===== src/rtl/core/vtpl_pkg.sv =====
// vtpl_pkg: shared types and constants of the vertex transform and projection block
// holds operation codes, controller states and the command and status words
// no dependencies
package vtpl_pkg;

    localparam logic [1:0] OP_LOAD   = 2'd0;
    localparam logic [1:0] OP_FRAME  = 2'd1;
    localparam logic [1:0] OP_VERTEX = 2'd2;

    localparam logic [3:0] NUM_COEF    = 4'd9;
    localparam logic [3:0] SLOT_VIEW_X = 4'd9;
    localparam logic [3:0] SLOT_VIEW_Z = 4'd11;

    localparam logic [1:0] LAST_ROW = 2'd2;
    localparam logic [1:0] LAST_COL = 2'd2;

    localparam int DIGIT_BITS  = 8;
    localparam int QUOT_BITS   = 9;
    localparam int SCREEN_BITS = 10;
    localparam logic [3:0] LAST_DIV_STEP = 4'(QUOT_BITS - 1);

    typedef enum logic [5:0] {
        ST_IDLE  = 6'b000001,
        ST_MUL   = 6'b000010,
        ST_ACC   = 6'b000100,
        ST_CHECK = 6'b001000,
        ST_DIV   = 6'b010000,
        ST_OUT   = 6'b100000
    } state_t;

    typedef struct packed {
        logic       load;
        logic       frame;
        logic       start;
        logic       mul;
        logic       acc;
        logic       check;
        logic       div;
        logic       emit;
        logic [1:0] row;
        logic [1:0] col;
        logic [1:0] chunk;
    } cmd_t;

    typedef struct packed {
        logic out_free;
    } status_t;

endpackage


===== src/rtl/core/vertex_transform_project_lines.sv =====
// vertex_transform_project_lines: top level of the vertex transform and projection block
// joins the controller and the datapath
// depends on vtpl_pkg, vtpl_ctrl, vtpl_dp
//
// Load and frame-start words are taken in the idle state without leaving it. A vertex
// word holds the input from its acceptance until its result is loaded into the output
// register: each of the nine matrix terms goes through one shared multiplier an 8-bit
// coefficient digit per cycle plus an accumulate step, then a depth test step, nine
// restoring divide steps that produce both screen coordinates side by side and an
// output step that loads the output register. While an earlier result is still held
// there by out_stall, the controller waits in its output state and the vertex word
// holds the input longer. A finished result waits in the output register while the
// next word is taken in.
module vertex_transform_project_lines #(
    parameter int COORD_WIDTH = 32,
    parameter int COEF_WIDTH  = 16
) (
    input  logic               clk,
    input  logic               rst_n,
    input  logic               in_valid,
    output logic               in_stall,
    input  logic [1:0]         operation,
    input  logic [3:0]         slot_index,
    input  logic signed [31:0] load_value,
    input  logic signed [31:0] point_x,
    input  logic signed [31:0] point_y,
    input  logic signed [31:0] point_z,
    output logic               out_valid,
    input  logic               out_stall,
    output logic               visible,
    output logic               draw_segment,
    output logic signed [9:0]  start_x,
    output logic signed [9:0]  start_y,
    output logic signed [9:0]  end_x,
    output logic signed [9:0]  end_y
);

    vtpl_pkg::cmd_t    cmd;
    vtpl_pkg::status_t status;

    vtpl_ctrl #(
        .COEF_WIDTH (COEF_WIDTH)
    ) u_ctrl (
        .clk       (clk),
        .rst_n     (rst_n),
        .in_valid  (in_valid),
        .operation (operation),
        .in_stall  (in_stall),
        .cmd       (cmd),
        .status    (status)
    );

    vtpl_dp #(
        .COORD_WIDTH (COORD_WIDTH),
        .COEF_WIDTH  (COEF_WIDTH)
    ) u_dp (
        .clk          (clk),
        .rst_n        (rst_n),
        .cmd          (cmd),
        .status       (status),
        .slot_index   (slot_index),
        .load_value   (load_value),
        .point_x      (point_x),
        .point_y      (point_y),
        .point_z      (point_z),
        .out_stall    (out_stall),
        .out_valid    (out_valid),
        .visible      (visible),
        .draw_segment (draw_segment),
        .start_x      (start_x),
        .start_y      (start_y),
        .end_x        (end_x),
        .end_y        (end_y)
    );

endmodule


===== src/rtl/core/vtpl_ctrl.sv =====
// vtpl_ctrl: sequencing state machine of the vertex transform block
// steps the digit multiplier over the nine matrix terms, then the divider
// depends on vtpl_pkg
module vtpl_ctrl #(
    parameter int COEF_WIDTH = 16
) (
    input  logic              clk,
    input  logic              rst_n,
    input  logic              in_valid,
    input  logic [1:0]        operation,
    output logic              in_stall,
    output vtpl_pkg::cmd_t    cmd,
    input  vtpl_pkg::status_t status
);

    localparam int NCH = (COEF_WIDTH + vtpl_pkg::DIGIT_BITS - 1) / vtpl_pkg::DIGIT_BITS;
    localparam logic [1:0] LAST_CHUNK = 2'(NCH - 1);

    vtpl_pkg::state_t state_reg, state_next;
    logic [1:0] row_reg, row_next;
    logic [1:0] col_reg, col_next;
    logic [1:0] chunk_reg, chunk_next;
    logic [3:0] div_reg, div_next;

    always_comb
    begin
        state_next = state_reg;
        row_next   = row_reg;
        col_next   = col_reg;
        chunk_next = chunk_reg;
        div_next   = div_reg;
        cmd        = '0;
        cmd.row    = row_reg;
        cmd.col    = col_reg;
        cmd.chunk  = chunk_reg;
        case (state_reg)
            vtpl_pkg::ST_IDLE:
            begin
                if (in_valid)
                begin
                    case (operation)
                        vtpl_pkg::OP_LOAD:  cmd.load  = 1'b1;
                        vtpl_pkg::OP_FRAME: cmd.frame = 1'b1;
                        vtpl_pkg::OP_VERTEX:
                        begin
                            cmd.start  = 1'b1;
                            row_next   = '0;
                            col_next   = '0;
                            chunk_next = '0;
                            state_next = vtpl_pkg::ST_MUL;
                        end
                        default: ;
                    endcase
                end
            end
            vtpl_pkg::ST_MUL:
            begin
                cmd.mul = 1'b1;
                if (chunk_reg == LAST_CHUNK)
                    state_next = vtpl_pkg::ST_ACC;
                else
                    chunk_next = chunk_reg + 2'd1;
            end
            vtpl_pkg::ST_ACC:
            begin
                cmd.acc    = 1'b1;
                chunk_next = '0;
                state_next = vtpl_pkg::ST_MUL;
                if (col_reg == vtpl_pkg::LAST_COL)
                begin
                    if (row_reg == vtpl_pkg::LAST_ROW)
                    begin
                        state_next = vtpl_pkg::ST_CHECK;
                    end
                    else
                    begin
                        col_next = '0;
                        row_next = row_reg + 2'd1;
                    end
                end
                else
                begin
                    col_next = col_reg + 2'd1;
                end
            end
            vtpl_pkg::ST_CHECK:
            begin
                cmd.check  = 1'b1;
                div_next   = '0;
                state_next = vtpl_pkg::ST_DIV;
            end
            vtpl_pkg::ST_DIV:
            begin
                cmd.div = 1'b1;
                if (div_reg == vtpl_pkg::LAST_DIV_STEP)
                    state_next = vtpl_pkg::ST_OUT;
                else
                    div_next = div_reg + 4'd1;
            end
            vtpl_pkg::ST_OUT:
            begin
                if (status.out_free)
                begin
                    cmd.emit   = 1'b1;
                    state_next = vtpl_pkg::ST_IDLE;
                end
            end
            default: state_next = vtpl_pkg::ST_IDLE;
        endcase
    end

    assign in_stall = (state_reg != vtpl_pkg::ST_IDLE);

    always_ff @(posedge clk or negedge rst_n)
    begin
        if (!rst_n)
        begin
            state_reg <= vtpl_pkg::ST_IDLE;
            row_reg   <= '0;
            col_reg   <= '0;
            chunk_reg <= '0;
            div_reg   <= '0;
        end
        else
        begin
            state_reg <= state_next;
            row_reg   <= row_next;
            col_reg   <= col_next;
            chunk_reg <= chunk_next;
            div_reg   <= div_next;
        end
    end

    a_vertex_starts: assert property (@(posedge clk) disable iff (!rst_n)
        (state_reg == vtpl_pkg::ST_IDLE && in_valid && operation == vtpl_pkg::OP_VERTEX)
        |=> state_reg == vtpl_pkg::ST_MUL)
        else $error("vertex word did not start the multiply sequence");

    a_check_after_last_term: assert property (@(posedge clk) disable iff (!rst_n)
        cmd.check |-> (row_reg == vtpl_pkg::LAST_ROW && col_reg == vtpl_pkg::LAST_COL))
        else $error("depth check before all matrix terms were summed");

    a_term_index_range: assert property (@(posedge clk) disable iff (!rst_n)
        (row_reg != 2'd3 && col_reg != 2'd3 && chunk_reg <= LAST_CHUNK))
        else $error("term index out of range");

endmodule


===== src/rtl/core/vtpl_dp.sv =====
// vtpl_dp: datapath of the vertex transform block
// matrix and viewer store, digit multiplier, depth test, two-lane divider, output word
// depends on vtpl_pkg
module vtpl_dp #(
    parameter int COORD_WIDTH = 32,
    parameter int COEF_WIDTH  = 16
) (
    input  logic                     clk,
    input  logic                     rst_n,
    input  vtpl_pkg::cmd_t           cmd,
    output vtpl_pkg::status_t        status,
    input  logic [3:0]               slot_index,
    input  logic signed [31:0]       load_value,
    input  logic signed [31:0]       point_x,
    input  logic signed [31:0]       point_y,
    input  logic signed [31:0]       point_z,
    input  logic                     out_stall,
    output logic                     out_valid,
    output logic                     visible,
    output logic                     draw_segment,
    output logic signed [9:0]        start_x,
    output logic signed [9:0]        start_y,
    output logic signed [9:0]        end_x,
    output logic signed [9:0]        end_y
);

    localparam int W   = COORD_WIDTH;
    localparam int C   = COEF_WIDTH;
    localparam int F   = C - 2;
    localparam int RW  = W + 1;
    localparam int PW  = RW + C;
    localparam int SW  = W + 2;
    localparam int DW  = W + 4;
    localparam int NW  = DW + 10;
    localparam int QB  = vtpl_pkg::QUOT_BITS;
    localparam int SB  = vtpl_pkg::SCREEN_BITS;
    localparam int DB  = vtpl_pkg::DIGIT_BITS;
    localparam int NCH = (C + DB - 1) / DB;
    localparam int CPW = NCH * DB;
    localparam int DSW = DW + QB - 1;

    logic signed [C-1:0]  coef_reg [9];
    logic signed [W-1:0]  view_reg [3];
    logic                 pen_reg;
    logic signed [SB-1:0] prev_x_reg, prev_y_reg;

    logic signed [RW-1:0] rel_reg [3];
    logic                 zero_reg;
    logic [PW-1:0]        prod_reg;
    logic signed [DW-1:0] acc_reg [3];
    logic                 clip_reg;
    logic                 neg_y_reg, neg_z_reg;
    logic [NW-1:0]        rem_y_reg, rem_z_reg;
    logic [DSW-1:0]       dsh_reg;
    logic [QB-1:0]        quot_y_reg, quot_z_reg;

    logic                 out_valid_reg;
    logic                 visible_reg, draw_reg;
    logic signed [SB-1:0] start_x_reg, start_y_reg, end_x_reg, end_y_reg;

    // vertex entry
    logic signed [W-1:0]   wx, wy, wz;
    logic signed [W+1:0]   wsum;
    assign wx   = W'(point_x);
    assign wy   = W'(point_y);
    assign wz   = W'(point_z);
    assign wsum = (W+2)'(wx) + (W+2)'(wy) + (W+2)'(wz);

    // digit multiply
    logic [3:0]           coef_idx;
    logic signed [C-1:0]  coef_sel;
    logic signed [RW-1:0] rel_sel;
    logic                 cneg, rneg, neg;
    logic [C-1:0]         cmag;
    logic [CPW-1:0]       cpad;
    logic [RW-1:0]        rmag;
    logic [DB-1:0]        digit;
    logic [RW+DB-1:0]     part;
    logic [PW-1:0]        prod_next;
    logic [4:0]           shamt;

    assign coef_idx = 4'({cmd.row, 1'b0}) + 4'(cmd.row) + 4'(cmd.col);

    always_comb
    begin
        coef_sel = '0;
        for (int i = 0; i < 9; i++)
        begin
            if (coef_idx == 4'(i))
                coef_sel = coef_reg[i];
        end
        case (cmd.col)
            2'd0:    rel_sel = rel_reg[0];
            2'd1:    rel_sel = rel_reg[1];
            default: rel_sel = rel_reg[2];
        endcase
    end

    assign cneg  = coef_sel[C-1];
    assign rneg  = rel_sel[RW-1];
    assign neg   = cneg ^ rneg;
    assign cmag  = cneg ? ($unsigned(~coef_sel) + 1'b1) : $unsigned(coef_sel);
    assign rmag  = rneg ? ($unsigned(~rel_sel) + 1'b1) : $unsigned(rel_sel);
    assign cpad  = CPW'(cmag);
    assign digit = cpad[cmd.chunk * DB +: DB];
    assign part  = (RW+DB)'(rmag) * (RW+DB)'(digit);
    assign shamt = 5'({cmd.chunk, 3'b000});
    assign prod_next = ((cmd.chunk == 2'd0) ? '0 : prod_reg) + (PW'(part) << shamt);

    // term accumulate
    logic [SW-1:0]        scaled;
    logic signed [DW-1:0] mag_s, term;
    logic signed [DW-1:0] acc_sel;
    assign scaled = SW'(prod_reg >> F);
    assign mag_s  = $signed(DW'(scaled));
    assign term   = neg ? -mag_s : mag_s;

    always_comb
    begin
        case (cmd.row)
            2'd0:    acc_sel = acc_reg[0];
            2'd1:    acc_sel = acc_reg[1];
            default: acc_sel = acc_reg[2];
        endcase
    end

    // depth test and numerators
    logic signed [DW-1:0] dx, dy, dz, ady, adz;
    logic signed [NW-1:0] ny, nz;
    logic                 clip_next;
    assign dx  = acc_reg[0];
    assign dy  = acc_reg[1];
    assign dz  = acc_reg[2];
    assign ady = dy[DW-1] ? -dy : dy;
    assign adz = dz[DW-1] ? -dz : dz;
    assign ny  = (NW'(dy) <<< 8) + (NW'(dy) <<< 7) + (NW'(dx) <<< 6);
    assign nz  = (NW'(dz) <<< 8) + (NW'(dz) <<< 7) + (NW'(dx) <<< 6);
    assign clip_next = zero_reg || (dx == '0) || (dx < ady) || (dx < adz);

    // restoring divide step
    logic [NW-1:0] dsh_ext;
    logic          take_y, take_z;
    assign dsh_ext = NW'(dsh_reg);
    assign take_y  = (rem_y_reg >= dsh_ext);
    assign take_z  = (rem_z_reg >= dsh_ext);

    // projected point
    logic signed [SB-1:0] qy_s, qz_s, ex, ey;
    assign qy_s = $signed(SB'(quot_y_reg));
    assign qz_s = $signed(SB'(quot_z_reg));
    assign ex   = neg_y_reg ? -qy_s : qy_s;
    assign ey   = neg_z_reg ? -qz_s : qz_s;

    assign status.out_free = !out_valid_reg || !out_stall;

    always_ff @(posedge clk or negedge rst_n)
    begin
        if (!rst_n)
        begin
            for (int i = 0; i < 9; i++)
                coef_reg[i] <= '0;
            for (int i = 0; i < 3; i++)
                view_reg[i] <= '0;
            pen_reg       <= 1'b0;
            prev_x_reg    <= '0;
            prev_y_reg    <= '0;
            out_valid_reg <= 1'b0;
        end
        else
        begin
            if (cmd.load)
            begin
                for (int i = 0; i < 9; i++)
                begin
                    if (slot_index == 4'(i))
                        coef_reg[i] <= load_value[C-1:0];
                end
                for (int i = 0; i < 3; i++)
                begin
                    if (slot_index == vtpl_pkg::SLOT_VIEW_X + 4'(i))
                        view_reg[i] <= W'(load_value);
                end
            end
            if (cmd.frame)
                pen_reg <= 1'b0;
            if (cmd.emit)
            begin
                out_valid_reg <= 1'b1;
                if (clip_reg)
                begin
                    pen_reg <= 1'b0;
                end
                else
                begin
                    pen_reg    <= 1'b1;
                    prev_x_reg <= ex;
                    prev_y_reg <= ey;
                end
            end
            else if (!out_stall)
            begin
                out_valid_reg <= 1'b0;
            end
        end
    end

    always_ff @(posedge clk)
    begin
        if (cmd.start)
        begin
            rel_reg[0] <= RW'(wx) - RW'(view_reg[0]);
            rel_reg[1] <= RW'(wy) - RW'(view_reg[1]);
            rel_reg[2] <= RW'(wz) + RW'(view_reg[2]);
            zero_reg   <= (wsum == '0);
        end
        if (cmd.mul)
            prod_reg <= prod_next;
        if (cmd.acc)
        begin
            for (int i = 0; i < 3; i++)
            begin
                if (cmd.row == 2'(i))
                    acc_reg[i] <= ((cmd.col == 2'd0) ? '0 : acc_sel) + term;
            end
        end
        if (cmd.check)
        begin
            clip_reg   <= clip_next;
            neg_y_reg  <= ny[NW-1];
            neg_z_reg  <= nz[NW-1];
            rem_y_reg  <= ny[NW-1] ? $unsigned(-ny) : $unsigned(ny);
            rem_z_reg  <= nz[NW-1] ? $unsigned(-nz) : $unsigned(nz);
            dsh_reg    <= DSW'($unsigned(dx)) << (QB - 1);
            quot_y_reg <= '0;
            quot_z_reg <= '0;
        end
        if (cmd.div)
        begin
            if (take_y)
                rem_y_reg <= rem_y_reg - dsh_ext;
            if (take_z)
                rem_z_reg <= rem_z_reg - dsh_ext;
            quot_y_reg <= {quot_y_reg[QB-2:0], take_y};
            quot_z_reg <= {quot_z_reg[QB-2:0], take_z};
            dsh_reg    <= dsh_reg >> 1;
        end
        if (cmd.emit)
        begin
            visible_reg <= !clip_reg;
            draw_reg    <= !clip_reg && pen_reg;
            start_x_reg <= (!clip_reg && pen_reg) ? prev_x_reg : '0;
            start_y_reg <= (!clip_reg && pen_reg) ? prev_y_reg : '0;
            end_x_reg   <= clip_reg ? '0 : ex;
            end_y_reg   <= clip_reg ? '0 : ey;
        end
    end

    assign out_valid    = out_valid_reg;
    assign visible      = visible_reg;
    assign draw_segment = draw_reg;
    assign start_x      = start_x_reg;
    assign start_y      = start_y_reg;
    assign end_x        = end_x_reg;
    assign end_y        = end_y_reg;

    a_visible_lowers_pen: assert property (@(posedge clk) disable iff (!rst_n)
        (cmd.emit && !clip_reg) |=> (pen_reg && visible_reg))
        else $error("visible vertex did not put the pen down");

    a_no_segment_when_clipped: assert property (@(posedge clk) disable iff (!rst_n)
        (out_valid_reg && !visible_reg) |-> !draw_reg)
        else $error("segment drawn to a clipped vertex");

    a_frame_lifts_pen: assert property (@(posedge clk) disable iff (!rst_n)
        (cmd.frame && !cmd.emit) |=> !pen_reg)
        else $error("frame start left the pen down");

endmodule

===== config.mk =====
export PLATFORM = sky130hd
export DESIGN_NAME = vertex_transform_project_lines
export DESIGN_NICKNAME = d
export VERILOG_FILES = /design/src/rtl/core/vtpl_pkg.sv /design/src/rtl/core/vertex_transform_project_lines.sv /design/src/rtl/core/vtpl_ctrl.sv /design/src/rtl/core/vtpl_dp.sv
export SDC_FILE = /design/constraint.sdc
export NUM_CORES = 2
export LEC_CHECK = 0
export ABC_CLOCK_PERIOD_IN_PS = 16100
export BUFFER_PORTS_ARGS = -buffer_cell sky130_fd_sc_hd__buf_2
export CORE_MARGIN = 3
export CORE_UTILIZATION = 25
export DETAILED_ROUTE_END_ITERATION = 10
export GPL_TIMING_DRIVEN = 0
export MAX_ROUTING_LAYER = met4
export PLACE_DENSITY_LB_ADDON = 0.08
export SYNTH_ARGS = -nofsm -noshare
export SYNTH_HDL_FRONTEND = slang
export SYNTH_SLANG_ARGS = --single-unit

===== constraint.sdc =====
create_clock -name clk -period 16.1 [get_ports clk]
set_clock_uncertainty 0.05 [all_clocks]
set_input_delay 0.805 -clock clk [delete_from_list [all_inputs] [get_ports clk]]
set_output_delay 0.805 -clock clk [all_outputs]
set_load 0.01 [all_outputs]

==> summary.md <==
| Metric | Value |
|---|---|
| Status | `complete, no violations` |
| Largest net degree at the start of global routing | `104` |
| Maxcap violations | `0` |
| Antenna violations before repair | `16` |
| Mux share of post-synthesis cell area | `under 10%` |
| I/O Buffers | `between 150 and 200` |
| Nets | `roughly 8.3k` |
| Final Hold Fails | `0` |
| Setup CP Type | `flip-flop to flip-flop` |
| Synthesized area | `~65000 µm²` |
| Max incr delay on CP | `between 0.6 and 0.7 ns` |
| Register area | `19700 µm²` |
| XOR/XNOR share of the synthesized area | `between 7 and 8%` |
| Max reg flops | `144` |
| Sequential area share after synthesis | `between 30% and 40%` |
| Worst-path fanout max | `10` |
| Initial DRC count | `3245` |
| Global-route wire length before repair | `roughly 370 mm` |
| Pwr Total | `between 10 and 15 mW` |
| Setup violators final | `0` |
| Worst-margin pin slew | `between 1 and 1.5 ns` |
| Design area | `~74000 µm²` |
| Tmin final | `between 15 and 20 ns` |
| Worst Hold Class | `input pin to flip-flop` |
| H-tree depth | `3` |
| R2r worst-path depth | `56` |
| Critical Path Source Type | `flip-flop` |
| Syn_nets | `7968` |
| Hold path cells | `2` |
| Cell repeated most along the worst path | `inv_1` |
| Cell Count Post-Placement | `10.6k` |
| Fillers | `between 20k and 30k` |
| CTS tree | `done` |
| Req. time, crit path | `between 15 and 20 ns` |
| DRT Wirelength | `~250 mm` |
| Peak VDD IR | `0.158 mV` |
| Number of synthesized flops with an enable pin | `between 300 and 400` |
| Leak pwr | `31.9 nW` |
| Vias per cell | `~5` |
| Pwr Density | `around 160 nW/µm²` |
| DR pass1 iterations | `7` |
| Starting density of the core | `between 20 and 30%` |
| Global route overflow | `0` |
| Rows | `186` |
| Post-synth cell types | `98` |
| Synth Area in Simple Gates | `between 10% and 20%` |
| Cts bufs inserted | `just under 100` |
| Final RePlAce weighted congestion | `between 0.8 and 0.9` |
| Post-route ant nets | `0` |
| Die X-Extent | `517 µm` |
| Area Growth Syn to Fin | `13.8%` |
| Synth Flop Type | `edfxtp_1` |
| Worst EP arrival | `approximately 16 ns` |
| GR Util All Layers | `a little under a fifth` |
| Footprint of the multi-input gates | `between 40000 and 50000 µm²` |
| Slowest stage cell, crit path | `fa_1` |
| Worst hold endpoint | `u_dp.coef_reg[86]` |
| Die footprint | `267000 µm²` |
| DP Worst Slack | `-1.52 ns` |
| Min-delay src | `load_value[6]` |
| Crit share post-route | `about 94%` |
| Reg clk slew, reported paths | `0.06 ns` |
| Reg-to-reg setup timing slack | `about 0.93 ns` |
| CTS Buffer Depth | `3` |
| Layout cells sized above 1 | `between 10% and 20%` |
| Largest family of logic cells by synthesized area | `adder cells` |
| Achievable Freq | `~66 MHz` |
| Post-Synth Adder-Cell Area | `approximately a fifth` |
| Ports | `approximately 180` |
| # clock sinks | `between 700 and 800` |
| Launching point of the worst reg2reg path | `u_ctrl.col_reg[1]` |
| DR vias | `between 50k and 60k` |
| Max-slew violation count | `0` |
| Detail Placement HPWL | `between 200 and 250 mm` |
| Wire length per cell | `23.1 µm` |
| Core Box Area | `between 200000 and 300000 µm²` |
| Yosys Warn Count | `0` |
| Layout Utilization | `between 20% and 30%` |
| Compound-Gate Fraction of Synth Area | `between 10% and 20%` |
| Die H | `just over 500 µm` |
| Reg-to-reg endpoint | `u_dp.prod_reg[46]` |
| Mapped Cells | `7007` |
| TNS Setup | `0 ns` |
| Syn_area_per_cell | `around 9.3 µm²` |
| Layout Cells excl Fill | `between 10k and 15k` |
| Hold slack final | `approximately 0.26 ns` |
| Residual DRC | `0` |
| Ys async rst share | `37.9%` |
| Vias in the first global route | `approximately 55k` |
| Root Buffer | `clkbuf_16` |
| Worst setup margin | `~0.93 ns` |
| Clock Latency Late Sink | `0.75 ns` |
| Placed cell areas | `~71000 µm²` |
| Critical path endpoint category | `flip-flop` |
| Slew HR | `between 10% and 20%` |
| Yosys reg bits | `approximately 730` |
| RSZ-0062 raised after global routing | `false` |
[critical path: cells and delay by family (launching register included)]
kind / cells / cell delay, ns
AO/OA/AOI/OAI: 20 / 5.06
XOR/XNOR: 3 / 0.69
adder cells (fa/ha/maj): 10 / 4.50
buffers and inverters: 13 / 2.02
flip-flops: 1 / 0.48
multiplexers: 1 / 0.28
AND/OR/NAND/NOR: 9 / 1.80
[cell usage in the layout, fill, tap and decap left out, types with 39 or more instances in the layout]
cell       netlist  layout
a21o_1         235     235
a21oi_1        489     486
dfxtp_1         93      93
edfxtp_1       362     362
nand3_1        122     122
buf_2           26     207
nand2b_1        92      92
or2_2           39      39
o21bai_1        60      60
o31ai_1         65      65
a211oi_1        59      59
nand4_1         65      65
o21a_1          58      58
fa_1           300     300
mux2_2         263     263
and3_1          62      62
or3_1           43      43
dfrtp_1        277     276
nor2_1         668     667
mux2i_1         78      78
and2_1          81      79
xnor2_1        303     297
a22oi_1         52      51
clkbuf_1       194     210
xor2_1         245     245
nor2b_1        114     114
a31oi_1         70      70
o21ai_0        398     393
nor3_1         100      99
inv_1          467     465
ha_1           523     523
nand2_1        491     490
clkbuf_16        0     102
[per-layer routing]
layer / wire length, µm / vias up / GRT usage, %
met5: 0 / - / -
met4: 7830 / 0 / 5.56
met3: 8000 / 264 / 2.04
met2: 118000 / 892 / 31.2
met1: 115000 / 26800 / 24.5
li1: - / 25800 / -
[synthesized netlist by cell type, types with 43 or more instances]
cell type / n / area [µm²]
nor2b_1: 114 / 713
mux2i_1: 78 / 781
clkbuf_1: 194 / 728
xor2_1: 245 / 2150
edfxtp_1: 362 / 10900
nand4_1: 65 / 407
mux2_2: 263 / 2960
o21a_1: 58 / 435
a22oi_1: 52 / 390
and3_1: 62 / 388
a21o_1: 235 / 1760
and2_1: 81 / 507
nand2_1: 491 / 1840
a211oi_1: 59 / 443
nand3_1: 122 / 611
fa_1: 300 / 6010
o21ai_0: 398 / 1990
o31ai_1: 65 / 488
dfrtp_1: 277 / 6930
nor2_1: 668 / 2510
or3_1: 43 / 269
inv_1: 467 / 1750
xnor2_1: 303 / 2650
nor3_1: 100 / 500
nand2b_1: 92 / 576
a21oi_1: 489 / 2450
o21bai_1: 60 / 450
ha_1: 523 / 6540
dfxtp_1: 93 / 1860
a31oi_1: 70 / 438
[where the power goes]
group	internal [mW]	leakage, nW	switching, mW
Combinational	2.48	22.5	4.38
Clock	1.36	1.62	0.962
Sequential	2.42	7.71	0.140
[area by class of cell]
class                   instances  area share (%)
multi-input cells            5563            57.9
flip-flops and latches        733            26.5
well taps                    3384            5.71
clock buffers                 131            3.73
inverters                     470            2.38
repair buffers                199            1.63
plain buffers                 240            1.28
clock inverters                54           0.789
diodes                         13          0.0438
[how the worst max path moves through the flow]
stage	start	endpoint	slack [ns]	cells past startpoint
after global placement	u_ctrl.col_reg[1]	u_dp.prod_reg[46]	-1.95	55
final	u_ctrl.col_reg[1]	u_dp.prod_reg[46]	0.93	56
after detailed placement	u_ctrl.col_reg[1]	u_dp.prod_reg[46]	-1.52	57
after global routing	u_ctrl.col_reg[1]	u_dp.prod_reg[46]	0.12	56
after floorplan	u_ctrl.col_reg[1]	u_dp.prod_reg[46]	3.34	57
after CTS	u_ctrl.col_reg[1]	u_dp.prod_reg[46]	0.13	57
[what timing repair did]
action | CTS | global route
gates cloned | 0 | 0
hold endpoints to repair | 11 | 0
pin swaps | 1 | 1
endpoints found under the setup margin | 16 | 12
setup buffers | 0 | 1
resized for setup | 11 | 13
hold buffers | 1 | 0
[cell families (layout without fill, tap and decap cells)]
family                   count (synthesis)  after routing
adder cells (fa/ha/maj)                823            823
buffers and inverters                  711           1094
multiplexers                           356            356
AND/OR/NAND/NOR                       2026           2026
other                                    0             13
XOR/XNOR                               549            549
AO/OA/AOI/OAI                         1809           1809
flip-flops                             733            733
Power figures use the tool's default switching activity.
